**src/rtl/bpc_pkg.sv**
```systemverilog
// Package for the button press classifier: event and mode codes, register
// indexes, fixed thresholds and the configuration struct.
// Used by every module of the block but bpc_checker; depends on nothing.
package bpc_pkg;

	localparam int unsigned TimeW    = 32;
	localparam int unsigned AnalogW  = 10;
	localparam int unsigned MsW      = 16;
	localparam int unsigned CfgDataW = 16;
	localparam int unsigned CfgIdxW  = 3;
	localparam int unsigned LadderN  = 4;

	localparam logic [AnalogW-1:0] LadderTol    = AnalogW'(15);
	localparam logic [AnalogW-1:0] AnalogRelLvl = AnalogW'(512);

	typedef enum logic [1:0] {
		MODE_DIGITAL   = 2'd0,
		MODE_THRESHOLD = 2'd1,
		MODE_LADDER    = 2'd2
	} mode_t;

	typedef enum logic [1:0] {
		EV_NONE   = 2'd0,
		EV_SINGLE = 2'd1,
		EV_DOUBLE = 2'd2,
		EV_LONG   = 2'd3
	} event_t;

	typedef enum logic [CfgIdxW-1:0] {
		REG_SWITCH_MODE   = 3'd0,
		REG_LADDER_A      = 3'd1,
		REG_LADDER_B      = 3'd2,
		REG_LADDER_C      = 3'd3,
		REG_LADDER_D      = 3'd4,
		REG_DOUBLE_WINDOW = 3'd5,
		REG_LONG_HOLD     = 3'd6,
		REG_RELEASE_GUARD = 3'd7
	} reg_idx_t;

	typedef logic [AnalogW-1:0] ladder_arr_t [LadderN];

	typedef struct packed {
		logic [1:0]     switch_mode;
		logic [MsW-1:0] double_window_ms;
		logic [MsW-1:0] long_hold_ms;
		logic [MsW-1:0] release_guard_ms;
	} timing_cfg_t;

endpackage

```
**src/rtl/bpc_level.sv**
```systemverilog
// Decides whether the button counts as released for one poll.
// Depends on bpc_pkg for the mode codes and the analog thresholds.
module bpc_level (
	input  logic [1:0]                   switch_mode,
	input  bpc_pkg::ladder_arr_t         ladder,
	input  logic                         digital_level,
	input  logic [bpc_pkg::AnalogW-1:0]  analog_level,
	output logic                         released
);

	logic [bpc_pkg::LadderN-1:0] near;

	// Each ladder tap is an independent distance check.
	always_comb begin
		for (int i = 0; i < bpc_pkg::LadderN; i++) begin
			if (analog_level >= ladder[i]) begin
				near[i] = (analog_level - ladder[i]) < bpc_pkg::LadderTol;
			end else begin
				near[i] = (ladder[i] - analog_level) < bpc_pkg::LadderTol;
			end
		end
	end

	always_comb begin
		unique case (switch_mode)
			bpc_pkg::MODE_THRESHOLD: released = analog_level >= bpc_pkg::AnalogRelLvl;
			bpc_pkg::MODE_LADDER:    released = ~|near;
			// The unused mode code behaves like digital mode.
			default:                 released = digital_level;
		endcase
	end

endmodule

```
**src/rtl/bpc_classify.sv**
```systemverilog
// Press state and event decision: previous level and three time stamps.
// Depends on bpc_pkg for the event codes and the timing struct.
module bpc_classify (
	input  logic                        clk,
	input  logic                        arst_n,
	input  logic                        advance,
	input  logic [bpc_pkg::TimeW-1:0]   now_ms,
	input  logic                        released,
	input  bpc_pkg::timing_cfg_t        tcfg,
	output bpc_pkg::event_t             press_event
);

	logic                      prev_released_q;
	logic [bpc_pkg::TimeW-1:0] pressed_since_q;
	logic [bpc_pkg::TimeW-1:0] single_press_q;
	logic [bpc_pkg::TimeW-1:0] last_action_q;

	logic                      prev_released_d;
	logic [bpc_pkg::TimeW-1:0] pressed_since_d;
	logic [bpc_pkg::TimeW-1:0] single_press_d;
	logic [bpc_pkg::TimeW-1:0] last_action_d;

	logic [bpc_pkg::TimeW-1:0] since_single;
	logic [bpc_pkg::TimeW-1:0] since_press;
	logic [bpc_pkg::TimeW-1:0] since_action;

	// Wrapping differences; a stamp that runs backward gives a large value.
	assign since_single = now_ms - single_press_q;
	assign since_press  = now_ms - pressed_since_q;
	assign since_action = now_ms - last_action_q;

	always_comb begin
		press_event     = bpc_pkg::EV_NONE;
		pressed_since_d = pressed_since_q;
		single_press_d  = single_press_q;
		last_action_d   = last_action_q;
		prev_released_d = released;
		if (!released) begin
			if (prev_released_q) begin
				pressed_since_d = now_ms;
				if (since_single < bpc_pkg::TimeW'(tcfg.double_window_ms)) begin
					last_action_d  = now_ms;
					single_press_d = '0;
					press_event    = bpc_pkg::EV_DOUBLE;
				end
			end else if (since_press >= bpc_pkg::TimeW'(tcfg.long_hold_ms)) begin
				// A zero stamp means the long press was already reported.
				if (pressed_since_q != '0) begin
					pressed_since_d = '0;
					press_event     = bpc_pkg::EV_LONG;
				end
				last_action_d = now_ms;
			end
		end else if (!prev_released_q &&
			since_action > bpc_pkg::TimeW'(tcfg.release_guard_ms)) begin
			last_action_d   = now_ms;
			pressed_since_d = '0;
			single_press_d  = now_ms;
			press_event     = bpc_pkg::EV_SINGLE;
		end
	end

	always_ff @(posedge clk or negedge arst_n) begin
		if (!arst_n) begin
			prev_released_q <= 1'b1;
			pressed_since_q <= '0;
			single_press_q  <= '0;
			last_action_q   <= '0;
		end else if (advance) begin
			prev_released_q <= prev_released_d;
			pressed_since_q <= pressed_since_d;
			single_press_q  <= single_press_d;
			last_action_q   <= last_action_d;
		end
	end

endmodule

```
**src/rtl/button_press_classifier_core.sv**
```systemverilog
// Top level of the button press classifier: configuration registers, input
// register, result register and the two working units.
// Depends on bpc_pkg, bpc_level and bpc_classify.
//
// Each word on the input channel is one poll of a push button (time stamp in
// ms, digital level, 10-bit analog level) and yields exactly one result word,
// press_event: none, single, double or long press. A poll is first captured
// in an input register; once the result register is free or drains, the
// released decision and the press state update are done in one pass of logic
// and the event is loaded into the result register, which drives out_valid.
// A poll can be accepted in every clock cycle while in_ready is high, so the
// sustained rate is one poll per cycle when out_ready does not stall. The
// input register and the result register form a two-word buffer: a poll is
// still taken while a finished result waits, and in_ready drops only when
// both hold a word and out_ready is low. The configuration registers reset to
// digital mode, ladder values of zero, a 300 ms double-press window, a 500 ms
// long-hold time and a 200 ms release guard; they must be written only while
// no poll is in flight.
module button_press_classifier_core (
	input  logic                          clk,
	input  logic                          arst_n,
	// Configuration write port.
	input  logic                          cfg_we,
	input  logic [bpc_pkg::CfgIdxW-1:0]   cfg_index,
	input  logic [bpc_pkg::CfgDataW-1:0]  cfg_data,
	// Poll channel.
	input  logic                          in_valid,
	output logic                          in_ready,
	input  logic [bpc_pkg::TimeW-1:0]     now_ms,
	input  logic                          digital_level,
	input  logic [bpc_pkg::AnalogW-1:0]   analog_level,
	// Event channel.
	output logic                          out_valid,
	input  logic                          out_ready,
	output logic [1:0]                    press_event
);

	// Configuration registers.
	bpc_pkg::timing_cfg_t tcfg_q;
	bpc_pkg::ladder_arr_t ladder_q;

	always_ff @(posedge clk or negedge arst_n) begin
		if (!arst_n) begin
			tcfg_q.switch_mode      <= bpc_pkg::MODE_DIGITAL;
			tcfg_q.double_window_ms <= bpc_pkg::MsW'(300);
			tcfg_q.long_hold_ms     <= bpc_pkg::MsW'(500);
			tcfg_q.release_guard_ms <= bpc_pkg::MsW'(200);
			for (int i = 0; i < bpc_pkg::LadderN; i++) begin
				ladder_q[i] <= '0;
			end
		end else if (cfg_we) begin
			unique case (cfg_index)
				bpc_pkg::REG_SWITCH_MODE:   tcfg_q.switch_mode <= cfg_data[1:0];
				bpc_pkg::REG_LADDER_A:      ladder_q[0] <= cfg_data[bpc_pkg::AnalogW-1:0];
				bpc_pkg::REG_LADDER_B:      ladder_q[1] <= cfg_data[bpc_pkg::AnalogW-1:0];
				bpc_pkg::REG_LADDER_C:      ladder_q[2] <= cfg_data[bpc_pkg::AnalogW-1:0];
				bpc_pkg::REG_LADDER_D:      ladder_q[3] <= cfg_data[bpc_pkg::AnalogW-1:0];
				bpc_pkg::REG_DOUBLE_WINDOW: tcfg_q.double_window_ms <= cfg_data;
				bpc_pkg::REG_LONG_HOLD:     tcfg_q.long_hold_ms <= cfg_data;
				bpc_pkg::REG_RELEASE_GUARD: tcfg_q.release_guard_ms <= cfg_data;
				default: ;
			endcase
		end
	end

	// Input register.
	logic                          valid_s1;
	logic [bpc_pkg::TimeW-1:0]     now_s1;
	logic                          digital_s1;
	logic [bpc_pkg::AnalogW-1:0]   analog_s1;

	// The stage-1 word moves on whenever the result register is free or drains.
	logic advance;
	assign advance  = valid_s1 && (!out_valid || out_ready);
	assign in_ready = !valid_s1 || advance;

	always_ff @(posedge clk or negedge arst_n) begin
		if (!arst_n) begin
			valid_s1 <= 1'b0;
		end else if (in_ready) begin
			valid_s1 <= in_valid;
		end
	end

	always_ff @(posedge clk) begin
		if (in_valid && in_ready) begin
			now_s1     <= now_ms;
			digital_s1 <= digital_level;
			analog_s1  <= analog_level;
		end
	end

	// Released decision and press state.
	logic            released;
	bpc_pkg::event_t event_d;

	bpc_level u_level (
		.switch_mode   (tcfg_q.switch_mode),
		.ladder        (ladder_q),
		.digital_level (digital_s1),
		.analog_level  (analog_s1),
		.released      (released)
	);

	bpc_classify u_classify (
		.clk         (clk),
		.arst_n      (arst_n),
		.advance     (advance),
		.now_ms      (now_s1),
		.released    (released),
		.tcfg        (tcfg_q),
		.press_event (event_d)
	);

	// Result register.
	logic [1:0] event_q;

	always_ff @(posedge clk or negedge arst_n) begin
		if (!arst_n) begin
			out_valid <= 1'b0;
		end else if (advance) begin
			out_valid <= 1'b1;
		end else if (out_ready) begin
			out_valid <= 1'b0;
		end
	end

	always_ff @(posedge clk) begin
		if (advance) begin
			event_q <= event_d;
		end
	end

	assign press_event = event_q;

endmodule

```
**config.mk**
```make
export PLATFORM = sky130hd
export DESIGN_NAME = button_press_classifier_core
export DESIGN_NICKNAME = d
export VERILOG_FILES = /design/src/rtl/bpc_pkg.sv /design/src/rtl/bpc_level.sv /design/src/rtl/bpc_classify.sv /design/src/rtl/button_press_classifier_core.sv
export SDC_FILE = /design/constraint.sdc
export NUM_CORES = 1
export LEC_CHECK = 0
export BUFFER_PORTS_ARGS = -buffer_cell sky130_fd_sc_hd__buf_2
export CAP_MARGIN = 20
export CORE_MARGIN = 2
export CORE_UTILIZATION = 45
export CTS_BUF_LIST = sky130_fd_sc_hd__clkbuf_4 sky130_fd_sc_hd__clkbuf_8
export CTS_CLUSTER_SIZE = 40
export DETAILED_ROUTE_END_ITERATION = 10
export PLACE_DENSITY_LB_ADDON = 0.05
export SLEW_MARGIN = 20
export SYNTH_ARGS = -nofsm -noshare
export SYNTH_HDL_FRONTEND = slang
export SYNTH_HIERARCHICAL = 1
export SYNTH_SLANG_ARGS = --single-unit
```
**constraint.sdc**
```tcl
create_clock -name clk -period 5.65 [get_ports clk]
set_clock_uncertainty 0.1 [all_clocks]
set_input_delay 0.2825 -clock clk [delete_from_list [all_inputs] [get_ports clk]]
set_output_delay 0.2825 -clock clk [all_outputs]
set_load 0.1 [all_outputs]
```
==> key figures, run 1 <==
Status
  – Status: complete, but fails checks
  – Failing checks: setup timing

Worst setup path
  – Flop2flop setup slack: -0.06 ns
  – Worst R2R Start: analog_s1[1]
  – Setup crit end kind: flop
  – Worst Reg-to-Reg Cells: 25
  – WS Path Type: reg2reg
  – Max incr delay on CP: ~0.5 ns
  – Reg2reg end: u_classify/last_action_q[26]
  – Worst Setup Start Kind: flop
  – Critical-path maximum fanout: 13
  – Crit path arrival time: 6.14 ns
  – Worst path required time: roughly 6.1 ns
  – Crit-path slowest cell: or4b_1

Logic synthesis
  – Post-Syn Area: 0.0198 mm^2
  – Yosys cell types: 89
  – Sequential fraction of the synthesis area: 30.7%
  – Asr flop ratio synth: 80.8%
  – EDFF count, synth: 45
  – Synth Warn #: 6
  – Mapped Cells: 2164
  – Syn avg cell area: about 9.2 um^2
  – #FFs+latches synth: 234
  – Synth Flop Type: dfrtp_1
  – Post-Syn Nets: 2460

Routing
  – WL met2: about 29 mm
  – Post-Route WL: 63.2 mm
  – Drt initial violations: 1094
  – Post-DRT Antenna Nets: 0
  – WL met3: approximately 2.8 mm
  – Post-route DRC: 0
  – Wire length on met1: 29.8 mm
  – Drt wl/cell: 20.3 um
  – Total number of vias: 17500
  – Uppermost layer routed: met4
  – Pre-antenna DRT Iters: 6
  – Via density: between 5 and 6

Placement
  – Port Buffers: 70
  – HPWL after detailed placement: 47.8 mm
  – Dpl cells: 2952
  – Final Wtd Congestion: between 0.9 and 1
  – Post-Place Cell Area: 0.0222 mm^2

Die
  – Die area: 0.0458 mm^2
  – IO Pins: 71
  – Num rows: 76
  – Area of the core: 0.0433 mm^2
  – Die height: 214 um
  – Initial Utilization: 45.9%
  – DIE WIDTH: 214 um

Clock network
  – TritonCTS clock tree: done
  – CTS Buf Count: 48
  – Clock Root Buffer: clkbuf_8
  – CTS Sinks: roughly 230
  – Clk slew on worst S/H paths: 0.06 ns
  – Clock tree buffer depth: 3
  – Clock Latency Late Sink: 0.67 ns
  – CTS H-tree lvls: 2

Power
  – Int Pwr: between 6 and 7 mW
  – Pwr/cell area: 495 mW/mm^2
  – Combinational Power Share: 61.5%
  – Leakage: 11.3 nW
  – Switch share: ~44%
  – Reg power frac: between 20% and 30%
  – Peak supply drop: 0.000267 V
  – Sw power: between 5 and 6 mW
  – Clock network power share: 17.2%

Global route
  – First-pass GRT wire length: approximately 98 mm
  – Largest net degree at the start of global routing: between 90 and 100
  – Global route total overflow: 0
  – Total Routing Usage GR: roughly 27%
  – Initial antenna violation count: 1
  – Vias in the first global route: roughly 17000

Timing
  – Fmax: 175 MHz
  – Final period util: 101%
  – Slew Limit Headroom: 31.0%
  – RSZ-0062 raised after global routing: true
  – Worst setup margin: -0.0581 ns
  – Fin Hold WS: 0.0463 ns
  – Post-route minimum period: 5.71 ns
  – Final Hold Fails: 0
  – Worst-Margin Slew: 1.02 ns
  – Count of final setup violators: 30
  – Pins Over Slew Limit: 0

Layout
  – Non-filler cells, final: 3106
  – Layout cells sized above 1: approximately 25%
  – # fillers: 3903
  – Layout Nets: 2778
  – Final instance area: 0.0244 mm^2
  – Area Overhead vs Synth: 23.1%

Job
  – Max-Cap Viols: 0

Hold path
  – Hold Path End: tcfg_q[20]
  – Min-Delay Path Class: in2reg
  – Hold Path Origin: cfg_data[4]
  – Hold depth: 2
## power by group through the flow
| stage | registers, mW | clock network, mW | logic, mW |
|---|---|---|---|
| after detailed placement | 2.58 | 0 | 7.06 |
| after floorplan | 2.52 | 0 | 4.95 |
| after global routing | 2.63 | 2.22 | 8.21 |
| after CTS | 2.57 | 2.14 | 7.20 |
| after global placement | 2.59 | 0 | 7.00 |
| final | 2.57 | 2.08 | 7.43 |
## stage by stage
stage	worst slack (ns)	TNS (ns)	total power [mW]	utilization [%]
after floorplan	0.0483	0	7.47	-
after global placement	-0.418	-21.88	9.59	51.4
after detailed placement	-0.433	-23.33	9.65	51.4
after CTS	-0.0824	-1.81	11.9	55.6
after global routing	-0.307	-15.84	13.1	56.5
final	-0.0581	-1.32	12.1	56.5
## synth_stat cells (10+ instances only)
master / count / area (um^2)
clkbuf_1: 43 / 161
mux2_4: 69 / 1040
nor4_1: 19 / 119
a21oi_1: 161 / 806
nand4_1: 41 / 257
o21ai_0: 123 / 616
nor2_1: 91 / 342
o211ai_1: 23 / 173
and3_1: 12 / 75.1
dfrtp_1: 175 / 4380
o2111ai_1: 11 / 96.3
fa_1: 11 / 220
nand2b_1: 40 / 250
ha_1: 218 / 2730
and2_1: 11 / 68.8
edfxtp_1: 45 / 1350
a211oi_1: 17 / 128
inv_1: 240 / 901
o221ai_1: 11 / 96.3
nor3_1: 37 / 185
nor2b_1: 33 / 206
a31oi_1: 23 / 144
a22o_1: 33 / 289
dfstp_2: 14 / 368
nor3b_1: 10 / 75.1
buf_2: 23 / 115
nand3_1: 34 / 170
mux2i_1: 12 / 120
o31ai_1: 10 / 75.1
o21a_1: 23 / 173
xnor2_1: 56 / 490
a21o_1: 52 / 390
buf_6: 15 / 169
mux2_2: 57 / 642
nand2_1: 168 / 631
xor2_1: 38 / 333
## how the worst max path moves through the flow
stage                       startpoint                            to  slack [ns]  cells after the start
after detailed placement  analog_s1[0]   u_classify/last_action_q[2]       -0.43                     23
after floorplan           analog_s1[1]  u_classify/last_action_q[10]        0.05                     22
after global routing      analog_s1[0]  u_classify/last_action_q[28]       -0.31                     26
after global placement       now_s1[0]   u_classify/last_action_q[0]       -0.42                     25
after CTS                    now_s1[0]   u_classify/last_action_q[0]       -0.08                     25
final                     analog_s1[1]  u_classify/last_action_q[26]       -0.06                     25
## cell type report
type	instances	area [um^2]	share of cell area, %
multi-input cells	1604	12800	52.4
flip-flops and latches	234	6100	25.0
repair buffers	353	2790	11.4
clock buffers	73	911	3.73
inverters	241	905	3.70
well taps	585	732	3.00
clock inverters	15	200	0.819
diodes	1	2.50	0.0102
## metal layers
metal / track usage, % / vias to the layer above
li1: - / 8442
met1: 37.4 / 8497
met2: 45.0 / 432
met3: 3.46 / 99
met4: 7.60 / 0
met5: 0 / -
## flip-flops by register name (all words and copies together), names as in the netlist
name,flops
analog_s1,10
digital_s1,1
ladder_q,40
u_classify/single_press_q,32
u_classify/pressed_since_q,32
press_event,2
out_valid,1
valid_s1,1
now_s1,32
u_classify/last_action_q,32
u_classify/prev_released_q,1
tcfg_q,50
## kinds of logic after synthesis
family	synth area share, %
XOR/XNOR	4.15
flip-flops	30.7
buffers and inverters	6.94
multiplexers	9.06
AND/OR/NAND/NOR	14.4
adder cells (fa/ha/maj)	14.9
AO/OA/AOI/OAI	19.9
## layout by cell type, fill, tap and decap left out, drive strengths merged, types with 23 or more instances in the layout
| master | Yosys | final |
|---|---|---|
| nor2 | 91 | 91 |
| dlygate4sd3 | 0 | 58 |
| nor2b | 33 | 33 |
| a31oi | 23 | 23 |
| xor2 | 38 | 38 |
| inv | 241 | 244 |
| nand4 | 42 | 42 |
| dfrtp | 175 | 175 |
| a22o | 33 | 33 |
| a21oi | 167 | 167 |
| a21o | 52 | 52 |
| clkbuf | 44 | 75 |
| nand2 | 168 | 168 |
| o21ai | 129 | 129 |
| nor3 | 37 | 37 |
| nand3 | 34 | 34 |
| xnor2 | 56 | 56 |
| ha | 218 | 218 |
| edfxtp | 45 | 45 |
| mux2 | 126 | 126 |
| nand2b | 40 | 40 |
| buf | 41 | 293 |
| o21a | 23 | 23 |
| o211ai | 23 | 23 |
## worst max-delay path, delay by kind of cell, from the launching register on
kind            cells  cell delay [ns]
compound gates      8             1.28
mux                 1             0.30
flops               1             0.43
buf+inv             5             0.77
simple gates       10             2.48
fa+ha+maj           1             0.23
## repair_timing
action                                  in CTS  in global routing
hold endpoints to repair                   179                  0
endpoints found under the setup margin      96                 97
resized for setup                           28                 71
gates cloned                                 0                  1
buffers inserted                             3                  4
hold buffers                                58                  0
pin swaps                                   10                 25
Power figures use the tool's default switching activity.
==> run 2, diff against run 1 <==
PLACE_DENSITY = 0.73   (was default)
PLACE_DENSITY_LB_ADDON = default   (was 0.05)
==> key figures, run 2 (synthesis results as in run 1) <==
Timing
  – Post-route minimum period: 5.65 ns (-0.0621 ns)
  – Slew Limit Headroom: 39.5% (+8.6 points)
  – RSZ-0062 raised after global routing: true
  – Final Hold Fails: 0 (unchanged)
  – Worst setup margin: 0.00404 ns (+0.0621 ns)
  – Count of final setup violators: 0 (-100%)
  – Fmax: 177 MHz (+1.1%)
  – Worst-Margin Slew: 0.907 ns (-0.116 ns)
  – Pins Over Slew Limit: 0 (unchanged)
  – Final period util: 99.9% (-1.1 points)

Layout
  – # fillers: 3817 (-2.2%)
  – Max reg flops: 50 (unchanged)
  – Final instance area: 0.0242 mm^2 (-0.89%)
  – Layout cells sized above 1: 24.4% (-0.28 points)
  – Sequential Area: 0.00610 mm^2 (unchanged)
  – Most frequent cells in the layout: inv_1 (232), ha_1 (208), buf_4 (205)
  – Layout Nets: 2769 (-0.32%)
  – N_diodes: 0 (-1)
  – Largest regs: tcfg_q x50, ladder_q x40
  – Finished Core Util: 56.0% (-0.50 points)
  – Non-filler cells, final: 3093 (-0.42%)
  – Register name with the most flops: tcfg_q
  – Commonest non-fill, non-tap cell in the layout: inv_1
  – Multi-input gate area: 0.0128 mm^2 (-0.18%)
  – Area Overhead vs Synth: 22.0%

Die
  – DIE WIDTH: 214 um (unchanged)
  – Num rows: 76 (unchanged)
  – Die area: 0.0458 mm^2 (unchanged)
  – IO Pins: 71 (unchanged)
  – Die height: 214 um (unchanged)
  – Initial Utilization: 45.9% (unchanged)
  – Area of the core: 0.0433 mm^2 (unchanged)

Global route
  – First-pass GRT wire length: 97.0 mm (-0.78%)
  – Largest net degree at the start of global routing: 102 (+4.1%)
  – Global route total overflow: 0 (unchanged)
  – Vias in the first global route: 17800 (+2.0%)
  – Initial antenna violation count: 0 (-1)
  – Total Routing Usage GR: 26.6% (-0.55 points)

Routing
  – Pre-antenna DRT Iters: 5 (-1)
  – Total number of vias: 17800 (+1.8%)
  – Post-Route WL: 62.1 mm (-1.7%)
  – Post-route DRC: 0 (unchanged)
  – Drt wl/cell: 20.1 um (-1.3%)
  – Via density: 5.75 (+2.2%)
  – Post-DRT Antenna Nets: 0 (unchanged)
  – Drt initial violations: 1079 (-1.4%)

Placement
  – Final Wtd Congestion: 0.954 (+3.9%)
  – Setup WS pre-CTS: -0.493 ns (-0.0607 ns)
  – Port Buffers: 70 (unchanged)
  – Dpl cells: 2929 (-0.78%)
  – HPWL after detailed placement: 47.1 mm (-1.5%)
  – Post-Place Cell Area: 0.0220 mm^2 (-1.1%)

Clock network
  – CTS H-tree lvls: 2 (unchanged)
  – Clock Root Buffer: clkbuf_8
  – Clock tree buffer depth: 3 (unchanged)
  – Clock Latency Late Sink: 0.64 ns (-0.03 ns)
  – CTS Buf Count: 43 (-10%)
  – TritonCTS clock tree: done
  – Clk slew on worst S/H paths: 0.06 ns (about the same)
  – CTS Sinks: 234 (unchanged)

Worst setup path
  – Max incr delay on CP: 0.43 ns (-0.07 ns)
  – Critical-path maximum fanout: 5 (-8)
  – Worst path required time: 6.06 ns (-0.02 ns)
  – Crit path arrival time: 6.06 ns (-0.08 ns)
  – WS Path Type: reg2reg
  – CP most frequent cell: buf_4
  – Setup crit end kind: flop
  – Worst Setup Start Kind: flop
  – Crit-path slowest cell: edfxtp_1

Power
  – Leakage: 11.2 nW (-0.92%)
  – Peak supply drop: 0.000296 V (+11%)
  – Pwr/cell area: 487 mW/mm^2 (-1.6%)
  – Tot Pwr: 11.8 mW (-2.5%)

Job
  – Max-Cap Viols: 0 (unchanged)

Hold path
  – Min-Delay Path Class: in2reg

Status
  – Status: complete, no violations
## run 2: cell count changes in the layout (fill, tap and decap cells not counted), sizes merged, moves of 2 or more
cell	previous run	this run
clkinvlp	0	2
clkbuf	75	72
clkinv	8	6
bufinv	4	1
buf	293	290
inv	244	242
## run 2: per-stage QoR
step           hold WS [ns]  TNS (ns)
2_1_floorplan        -0.113         0
3_3_place_gp          0.303    -22.14
3_5_place_dp          0.314    -26.66
4_1_cts             0.00881     -3.63
5_1_grt              0.0313    -10.34
6_report             0.0521         0
## run 2: per-layer routing
metal | track usage [%] | routed length [um] | vias up
li1 | - | - | 8430
met1 | 33.7 | 26700 | 8631
met2 | 45.6 | 29400 | 582
met3 | 3.11 | 3150 | 142
met4 | 12.3 | 2860 | 0
met5 | 0 | 0 | -
## run 2: final timing paths
path | startpoint | endpoint | slack [ns] | depth (start not counted)
max | analog_s1[0] | u_classify/last_action_q[18] | 0.004 | 27
max in group asynchronous | arst_n | u_classify/single_press_q[21] | 3.93 | 3
max reg2reg | analog_s1[0] | u_classify/last_action_q[18] | 0.004 | 27
min reg2reg | tcfg_q[32] | tcfg_q[32] | 0.40 | 1
min | cfg_data[5] | tcfg_q[21] | 0.05 | 2
min in group asynchronous | arst_n | ladder_q[19] | 0.18 | 2
## run 2: repair_timing
action | CTS | global route
pin swaps | 28 | 28
setup buffers | 13 | 11
hold buffers | 57 | 0
cloned | 3 | 1
setup endpoints to repair | 65 | 95
endpoints found under the hold margin | 163 | 0
gates resized for setup | 83 | 23
## run 2: cell type report
type	instances	area share, %
clock buffer	70	3.57
sequential	234	25.2
multi-input combinational	1604	52.7
clock inverter	10	0.393
inverter	241	3.75
timing repair buffer	349	11.4
tap	585	3.02
## run 2: critical path, delay by kind of cell (launching register included)
family	cells	cell delay, ns
AND/OR/NAND/NOR	8	1.72
AO/OA/AOI/OAI	10	1.65
buffers and inverters	6	0.78
adder cells (fa/ha/maj)	2	0.55
flip-flops	1	0.43
multiplexers	1	0.29
## run 2: where the power goes
group	internal (mW)	leakage [nW]	switching, mW
clock network	1.02	0.507	0.797
registers	2.24	2.73	0.357
logic	3.33	7.97	4.04
